$ cat src/rtl/core/nmot_pkg.sv
// package: types and constants for the nearest-match object tracker
package nmot_pkg;

  localparam int MaxTracks = 16;
  localparam int IdxW = $clog2(MaxTracks);
  localparam int CntW = $clog2(MaxTracks + 1);

  localparam logic [2:0] REG_MIN_CONF = 3'd0;
  localparam logic [2:0] REG_MIN_AREA = 3'd1;
  localparam logic [2:0] REG_MAX_MOVE = 3'd2;
  localparam logic [2:0] REG_MIN_MOVE = 3'd3;
  localparam logic [2:0] REG_INACTIVE = 3'd4;
  localparam logic [2:0] REG_EXPIRY   = 3'd5;

  typedef struct packed {
    logic        cmd;
    logic [31:0] now;
    logic        class_match;
    logic [15:0] confidence;
    logic [15:0] box_x;
    logic [15:0] box_y;
    logic [15:0] box_w;
    logic [15:0] box_h;
  } nmot_in_t;

  typedef struct packed {
    logic        detected;
    logic [4:0]  active_count;
    logic [15:0] focus_x;
    logic [15:0] focus_y;
    logic        dropped;
  } nmot_out_t;

  // one stored track
  typedef struct packed {
    logic [15:0] x;
    logic [15:0] y;
    logic [15:0] area;
    logic [31:0] tstamp;
  } nmot_track_t;

endpackage

$ cat src/rtl/core/nmot_cell.sv
// tracker cell: one track slot of the rotating ring
module nmot_cell (
  input  logic                  clk,
  input  logic                  shift,
  input  logic                  ins,
  input  nmot_pkg::nmot_track_t ins_d,
  input  nmot_pkg::nmot_track_t d_in,
  output nmot_pkg::nmot_track_t q
);
  import nmot_pkg::*;

  nmot_track_t q_r;

  // take the neighbor's slot, or the inserted slot (the head or a new or updated track) when inserted here
  always_ff @(posedge clk) begin
    if (shift) begin
      q_r <= ins ? ins_d : d_in;
    end
  end

  assign q = q_r;
endmodule

$ cat src/rtl/core/nearest_match_object_tracker.sv
// top level: nearest-match object tracker with a rotating ring of track cells
//
//  channel | ports                         | timing
//  in      | in_start, in_busy, in_item    | taken when start and not busy
//  out     | out_valid, out_item           | one-cycle strobe, no stall
//  cfg     | cfg_we, cfg_index, cfg_data   | written at once
//
// for an end of frame or a qualified detection the ring of cells rotates once,
// one slot per cycle past a shared distance unit at the ring head
// a detection compares each slot in the cycle it reaches the head
// an unqualified detection is taken without a scan and leaves busy low
// end of frame reinserts each kept slot below the discarded ones, so order is kept
// reset clears the control state; slot contents are undefined until written
// the receiver cannot stall; the done state after the rotation registers the report
module nearest_match_object_tracker (
  input  logic                 clk,
  input  logic                 rst_n,
  input  logic                 in_start,
  output logic                 in_busy,
  input  nmot_pkg::nmot_in_t   in_item,
  output logic                 out_valid,
  output nmot_pkg::nmot_out_t  out_item,
  input  logic                 cfg_we,
  input  logic [2:0]           cfg_index,
  input  logic [16:0]          cfg_data
);
  import nmot_pkg::*;

  typedef enum logic [1:0] {ST_IDLE, ST_SCAN, ST_DONE} state_t;

  // configuration
  logic [15:0] min_conf_r, min_area_r, max_move_r, min_move_r, inactive_r;
  logic [16:0] expiry_r;

  always_ff @(posedge clk) begin
    if (!rst_n) begin
      min_conf_r <= 16'd32768;
      min_area_r <= 16'd13107;
      max_move_r <= 16'd49152;
      min_move_r <= 16'd3277;
      inactive_r <= 16'd10000;
      expiry_r   <= 17'd60000;
    end else if (cfg_we) begin
      case (cfg_index)
        REG_MIN_CONF: min_conf_r <= cfg_data[15:0];
        REG_MIN_AREA: min_area_r <= cfg_data[15:0];
        REG_MAX_MOVE: max_move_r <= cfg_data[15:0];
        REG_MIN_MOVE: min_move_r <= cfg_data[15:0];
        REG_INACTIVE: inactive_r <= cfg_data[15:0];
        REG_EXPIRY:   expiry_r   <= cfg_data;
        default: ;
      endcase
    end
  end

  // control and per-item registers
  state_t             state_r;
  logic [CntW-1:0]    count_r, kept_r;
  logic [CntW-1:0]    step_r;
  logic               cmd_r, matched_r;
  logic [31:0]        now_r;
  logic [15:0]        cx_r, cy_r, area_r;
  logic [32:0]        maxsq_r, minsq_r;
  logic               seen_r, drop_r;
  logic [15:0]        fx_r, fy_r, best_r;
  logic [CntW-1:0]    active_r;

  // ring of cells: cell k feeds cell k-1, head is cell 0
  nmot_track_t cell_q [MaxTracks];
  nmot_track_t tail_in;
  logic        shift;

  // insertion point: the tail for a detection; for end of frame it sits
  // one cell lower for every slot discarded so far
  logic [CntW-1:0] gap;
  logic [IdxW-1:0] ins_pos;
  logic            ins_en;

  for (genvar k = 0; k < MaxTracks; k++) begin : g_ring
    nmot_cell u_cell (
      .clk  (clk),
      .shift(shift),
      .ins  (ins_en && (ins_pos == IdxW'(k))),
      .ins_d(tail_in),
      .d_in (cell_q[(k + 1) % MaxTracks]),
      .q    (cell_q[k])
    );
  end

  // ring head evaluation
  nmot_track_t head;
  logic [15:0] dx, dy;
  logic [31:0] dx_sq, dy_sq;
  logic [32:0] sq_dist;
  logic        in_slot, hit, moved, expired, is_active;
  logic [31:0] age;

  assign head    = cell_q[0];
  assign in_slot = (step_r < count_r);
  assign dx      = (cx_r > head.x) ? cx_r - head.x : head.x - cx_r;
  assign dy      = (cy_r > head.y) ? cy_r - head.y : head.y - cy_r;
  assign dx_sq   = dx * dx;
  assign dy_sq   = dy * dy;
  assign sq_dist = {1'b0, dx_sq} + {1'b0, dy_sq};
  assign hit     = in_slot && !matched_r && (sq_dist < maxsq_r);
  assign moved   = sq_dist > minsq_r;
  assign age     = now_r - head.tstamp;
  assign expired = age > {15'd0, expiry_r};
  assign is_active = age < {16'd0, inactive_r};

  assign gap     = step_r - kept_r;
  assign ins_pos = cmd_r ? IdxW'(MaxTracks - 1) - gap[IdxW-1:0] : IdxW'(MaxTracks - 1);
  assign ins_en  = !cmd_r || (in_slot && !expired);

  // detection qualification at the input
  logic [31:0] prod;
  logic [16:0] cx_s, cy_s;
  logic [31:0] max_sq, min_sq;
  logic        qual;
  assign prod   = in_item.box_w * in_item.box_h;
  assign cx_s   = {1'b0, in_item.box_x} + {2'b0, in_item.box_w[15:1]};
  assign cy_s   = {1'b0, in_item.box_y} + {2'b0, in_item.box_h[15:1]};
  assign max_sq = max_move_r * max_move_r;
  assign min_sq = min_move_r * min_move_r;
  assign qual   = in_item.class_match && (in_item.confidence >= min_conf_r)
                  && (prod[31:16] > min_area_r);

  // what is inserted while scanning
  always_comb begin
    tail_in = head;
    if (!cmd_r && hit) begin
      tail_in.x    = cx_r;
      tail_in.y    = cy_r;
      tail_in.area = area_r;
      if (moved) tail_in.tstamp = now_r;
    end
    if (!cmd_r && !matched_r && !hit && step_r == count_r
        && count_r < CntW'(MaxTracks)) begin
      tail_in.x      = cx_r;
      tail_in.y      = cy_r;
      tail_in.area   = area_r;
      tail_in.tstamp = now_r;
    end
  end

  // the ring rotates one slot per cycle while scanning
  assign shift = (state_r == ST_SCAN);

  assign in_busy = (state_r != ST_IDLE);

  logic [4:0] act_rep;
  assign act_rep = (active_r > CntW'(31)) ? 5'd31 : 5'(active_r);

  always_ff @(posedge clk) begin
    if (!rst_n) begin
      state_r   <= ST_IDLE;
      count_r   <= '0;
      seen_r    <= 1'b0;
      drop_r    <= 1'b0;
      fx_r      <= '0;
      fy_r      <= '0;
      out_valid <= 1'b0;
      step_r    <= '0;
    end else begin
      out_valid <= 1'b0;
      case (state_r)
        ST_IDLE: begin
          if (in_start) begin
            cmd_r     <= in_item.cmd;
            now_r     <= in_item.now;
            cx_r      <= cx_s[16] ? 16'hFFFF : cx_s[15:0];
            cy_r      <= cy_s[16] ? 16'hFFFF : cy_s[15:0];
            area_r    <= prod[31:16];
            maxsq_r   <= {1'b0, max_sq};
            minsq_r   <= {1'b0, min_sq};
            matched_r <= 1'b0;
            kept_r    <= '0;
            active_r  <= '0;
            best_r    <= '0;
            step_r    <= '0;
            if (in_item.cmd || qual) begin
              state_r <= ST_SCAN;
            end
          end
        end
        ST_SCAN: begin
          step_r <= step_r + 1'b1;
          if (cmd_r) begin
            if (in_slot && !expired) begin
              kept_r <= kept_r + 1'b1;
              if (is_active) begin
                active_r <= active_r + 1'b1;
                if (head.area > best_r) begin
                  best_r <= head.area;
                  fx_r   <= head.x;
                  fy_r   <= head.y;
                end
              end
            end
          end else begin
            seen_r <= 1'b1;
            if (hit) matched_r <= 1'b1;
          end
          if (step_r == CntW'(MaxTracks - 1)) state_r <= ST_DONE;
        end
        default: begin
          state_r <= ST_IDLE;
          if (cmd_r) begin
            count_r   <= kept_r;
            out_valid <= 1'b1;
            out_item  <= '{detected: seen_r && active_r != '0,
                           active_count: act_rep, focus_x: fx_r,
                           focus_y: fy_r, dropped: drop_r};
            seen_r    <= 1'b0;
            drop_r    <= 1'b0;
          end else if (!matched_r) begin
            if (count_r < CntW'(MaxTracks)) count_r <= count_r + 1'b1;
            else drop_r <= 1'b1;
          end
        end
      endcase
    end
  end

`ifndef ASSERT_OFF
  a_cnt: assert property (@(posedge clk) disable iff (!rst_n)
    count_r <= CntW'(MaxTracks)) else $error("track count overflow");
  a_out: assert property (@(posedge clk) disable iff (!rst_n)
    out_valid |-> state_r == ST_IDLE) else $error("result outside idle");
  a_busy: assert property (@(posedge clk) disable iff (!rst_n)
    out_valid |-> !$past(out_valid)) else $error("double result");
`endif
endmodule

$ cat config.mk
export PLATFORM = sky130hd
export DESIGN_NAME = nearest_match_object_tracker
export DESIGN_NICKNAME = d
export VERILOG_FILES = /design/src/rtl/core/nmot_pkg.sv /design/src/rtl/core/nmot_cell.sv /design/src/rtl/core/nearest_match_object_tracker.sv
export SDC_FILE = /design/constraint.sdc
export NUM_CORES = 2
export LEC_CHECK = 0
export BUFFER_PORTS_ARGS = -buffer_cell sky130_fd_sc_hd__buf_2
export CAP_MARGIN = 10
export CORE_UTILIZATION = 25
export DETAILED_ROUTE_END_ITERATION = 6
export GPL_TIMING_DRIVEN = 0
export HOLD_SLACK_MARGIN = 0.03
export PLACE_DENSITY = 0.4
export REMOVE_ABC_BUFFERS = 1
export SETUP_SLACK_MARGIN = 0.05
export SLEW_MARGIN = 10
export SYNTH_ARGS = -nofsm -noshare
export SYNTH_HDL_FRONTEND = slang
export SYNTH_SLANG_ARGS = --single-unit
$ cat constraint.sdc
create_clock -name clk -period 53.2 [get_ports clk]
set_input_delay 5.32 -clock clk [delete_from_list [all_inputs] [get_ports clk]]
set_output_delay 5.32 -clock clk [all_outputs]
set_load 0.01 [all_outputs]
==> results.cfg <==
[clock_tree]
cts_tree = yes
cts_setup_buffers = 0
clock_tree.htree_level_count = 4
clock-root-buffer = sky130_fd_sc_hd__clkbuf_16
clk_path_buf_depth = 4
worstSkewPairLatency_ns = 0.99
cts-hold-fix-buffers = 0
numCtsBuffers = 199
clock_transition_at_the_registers_of_the_reported_paths_ns = 0.06
cts_sinks = 1633
post_cts_resized = 0

[routing]
vias_per_cell = 4.42
antenna_left = 0
drt_first_pass_iters = 5
drt_first_iter_violations = 4436
vias = 72700
detail_route.wirelength_um = 324000
wire_per_inst_um = 19.7
drt_drc_violations_left = 0

[critical_path]
worstRegToRegCells = 48
timing.rr.end = g_ring[15].u_cell.q[50]
worst-endpoint-arrival_ns = 16.55
critical_path_required_ns = 53.83
critical_path_class = register to register
rrSetupSlack_ns = 37.28
timing.critical_path.slowest_cell_delay_ns = 0.74
timing.rr.start = g_ring[0].u_cell.q[58]
crit_fanout = 27
timing.critical_path.from_type = register
cp_slowest_cell = sky130_fd_sc_hd__a21oi_4
path_common_cell = sky130_fd_sc_hd__fa_1
worstSetupEndpointType = register

[sta]
finalSetupViolations = 0
unrepaired_setup_endpoints_after_global_routing = false
fin_worst_skew_ns = 0.179
setup_tns_ns = 0
final_max_slew_viol_count = 0
achievable-frequency_mhz = 62.8
layout_worst_path_cycle_share_pct = 29.9
maxSlewHeadroom_pct = 16.5
timing_hold_violations_final = 0
post_layout_minimum_cycle_time_ns = 15.92
worst_pin_slew_ns = 1.25

[die]
boundaryPins = 179
dieWidth_um = 672
die-height_um = 672
floorplan.initialDensity_pct = 25.2
core_um2 = 446000
std_cell_rows = 245
dieArea_um2 = 452000

[grt]
first_global_vias = 76300
globalRoute.totalOverflow = 0
global_route.usage.total_pct = 14.3
antenna_found_initial = 30
grt_pass1_wl_um = 494000
grt_start_max_net_pins = 125

[yosys]
synth_edf_count = 1489
asyncSetResetFlopFracSynth_pct = 0
postSynthCellCount = 10100
synthDistinctLibCells = 88
synth_top_cell_area_share_pct = 39.8
synth_flop_cell = sky130_fd_sc_hd__edfxtp_1
combined_area_of_all_synthesized_cells_um2 = 112000
synth_top_cell_by_area = sky130_fd_sc_hd__edfxtp_1
syn_avg_cell_area_um2 = 11.1
synth_seq_cells = 1633
main_area_contributors_after_synthesis = sky130_fd_sc_hd__edfxtp_1 (40%), sky130_fd_sc_hd__fa_1 (16%), sky130_fd_sc_hd__ha_1 (8.6%), sky130_fd_sc_hd__inv_1 (5.3%), sky130_fd_sc_hd__a21oi_1 (3.9%)
synth-warning-count = 0
yosysSeqAreaShare_pct = 42.4

[layout]
multi_input_area_um2 = 56800
postLayoutCellArea_um2 = 129000
final_nets = 12200
fill_cells = 46200
layout-drive-gt1-share_pct = 12.6
area.growth.synth_to_final_pct = 14.8
final-seq-area_um2 = 47600
postLayoutCoreUtil_pct = 28.9

[placement]
place.port_buffers = 178
dp_hpwl_um = 251000
gp_congestion = 0.828
placedInstanceArea_um2 = 122000

[min_path]
worstHoldEndpoint = out_item[23]
hold-path-cell-count = 0
hold_class = register to register
hp-start = fx_r[6]

[job]
drv_cap = 0

[outcome]
run_status = complete, no violations
==> cell families after synthesis <==
group	after synthesis	synth area share, %
adders and majority gates	1687	24.9
DFF	1633	42.4
and+or+nand+nor	2342	9.21
buffers and inverters	2084	7.44
AOI/OAI and AO/OA	1520	8.10
xor gates and xnor gates	200	1.58
muxes	640	6.31
==> worst max-delay path, delay by kind of cell (launching register included) <==
kind,cells,cell delay [ns]
xor+xnor,2,0.91
buf+inv,8,1.33
mux,3,1.10
simple gates,6,1.49
flops,1,0.57
fa+ha+maj,11,5.27
compound gates,18,4.98
==> layout make-up <==
type | count | share of cell area (%)
Clock inverter | 110 | 0.767
Sequential cell | 1633 | 37.0
Clock buffer | 247 | 4.13
Tap cell | 5928 | 5.76
Antenna cell | 11 | 0.0214
Timing Repair Buffer | 541 | 3.69
Inverter | 1579 | 4.61
Multi-Input combinational cell | 6389 | 44.1
==> state kept, by name, indices dropped and copies added (netlist names), 16 cells and up <==
register / count
g_ring.u_cell.q: 1280
maxsq_r: 31
now_r: 32
min_conf_r: 16
cx_r: 16
fy_r: 16
min_area_r: 16
max_move_r: 16
min_move_r: 16
area_r: 16
fx_r: 16
cy_r: 16
best_r: 16
minsq_r: 31
expiry_r: 17
inactive_r: 16
out_item: 39
==> per-layer routing <==
layer	share of wire [%]	vias to the layer above	wire length, um	track usage (%)
met5	0.0083	-	27	0
met4	3.8	4	12400	4.67
met3	3.1	415	10100	1.52
met2	46	1141	150000	23.5
met1	47	37000	151000	19.7
li1	-	34200	-	-
==> placed cells by master, fill, tap and decap left out, types with 54 or more instances in the layout <==
cell type                   synthesis  routed
sky130_fd_sc_hd__mux2i_1           99      98
sky130_fd_sc_hd__nor2b_1           55      54
sky130_fd_sc_hd__mux2_1           190     190
sky130_fd_sc_hd__xor2_1            65      55
sky130_fd_sc_hd__mux2_2           350     350
sky130_fd_sc_hd__nor2_1          1092    1091
sky130_fd_sc_hd__nand4_1           68      68
sky130_fd_sc_hd__and2_1           217     217
sky130_fd_sc_hd__buf_4             57     152
sky130_fd_sc_hd__xnor2_1          133     117
sky130_fd_sc_hd__a21o_1           118     118
sky130_fd_sc_hd__edfxtp_1        1489    1489
sky130_fd_sc_hd__a21boi_0          78      78
sky130_fd_sc_hd__buf_2            155     210
sky130_fd_sc_hd__a21oi_1          872     871
sky130_fd_sc_hd__dfxtp_1          144     144
sky130_fd_sc_hd__buf_6             15     118
sky130_fd_sc_hd__clkbuf_16          0     203
sky130_fd_sc_hd__o21ai_0          126     124
sky130_fd_sc_hd__inv_1           1571    1569
sky130_fd_sc_hd__nand3_1           65      65
sky130_fd_sc_hd__fa_1             917     917
sky130_fd_sc_hd__nand2_1          618     618
sky130_fd_sc_hd__ha_1             770     770
==> worst max-delay path by stage <==
stage | startpoint | depth (start not counted) | slack (ns) | endpoint
after floorplan | state_r[1] | 3 | 17.42 | best_r[0]
after global placement | state_r[0] | 3 | -7.15 | best_r[9]
after detailed placement | g_ring[0].u_cell.q[59] | 48 | 37.03 | g_ring[15].u_cell.q[50]
after CTS | g_ring[0].u_cell.q[59] | 48 | 36.95 | g_ring[15].u_cell.q[50]
after global routing | g_ring[0].u_cell.q[59] | 48 | 36.34 | g_ring[15].u_cell.q[50]
final | g_ring[0].u_cell.q[58] | 48 | 37.28 | g_ring[15].u_cell.q[50]
==> cells in the mapped netlist (all sizes together) (99+ instances only) <==
library cell	number
inv	1574
edfxtp	1489
nor2	1093
fa	917
a21oi	873
ha	770
nand2	619
mux2	541
clkbuf	272
buf	233
and2	219
dfxtp	144
xnor2	134
o21ai	132
a21o	118
a21boi	110
mux2i	99
==> metrics by stage <==
step	instances	setup slack, ns	hold slack [ns]
3_5_place_dp	16100	37.03	0.418
6_report	16400	37.28	0.430
3_3_place_gp	15700	-7.15	0.415
2_1_floorplan	9601	17.42	0.408
4_1_cts	16400	36.95	0.431
5_1_grt	16400	36.34	0.438
Power is not shown: default switching activity piles up to over one toggle a cycle in this logic, so the estimate is an artifact.
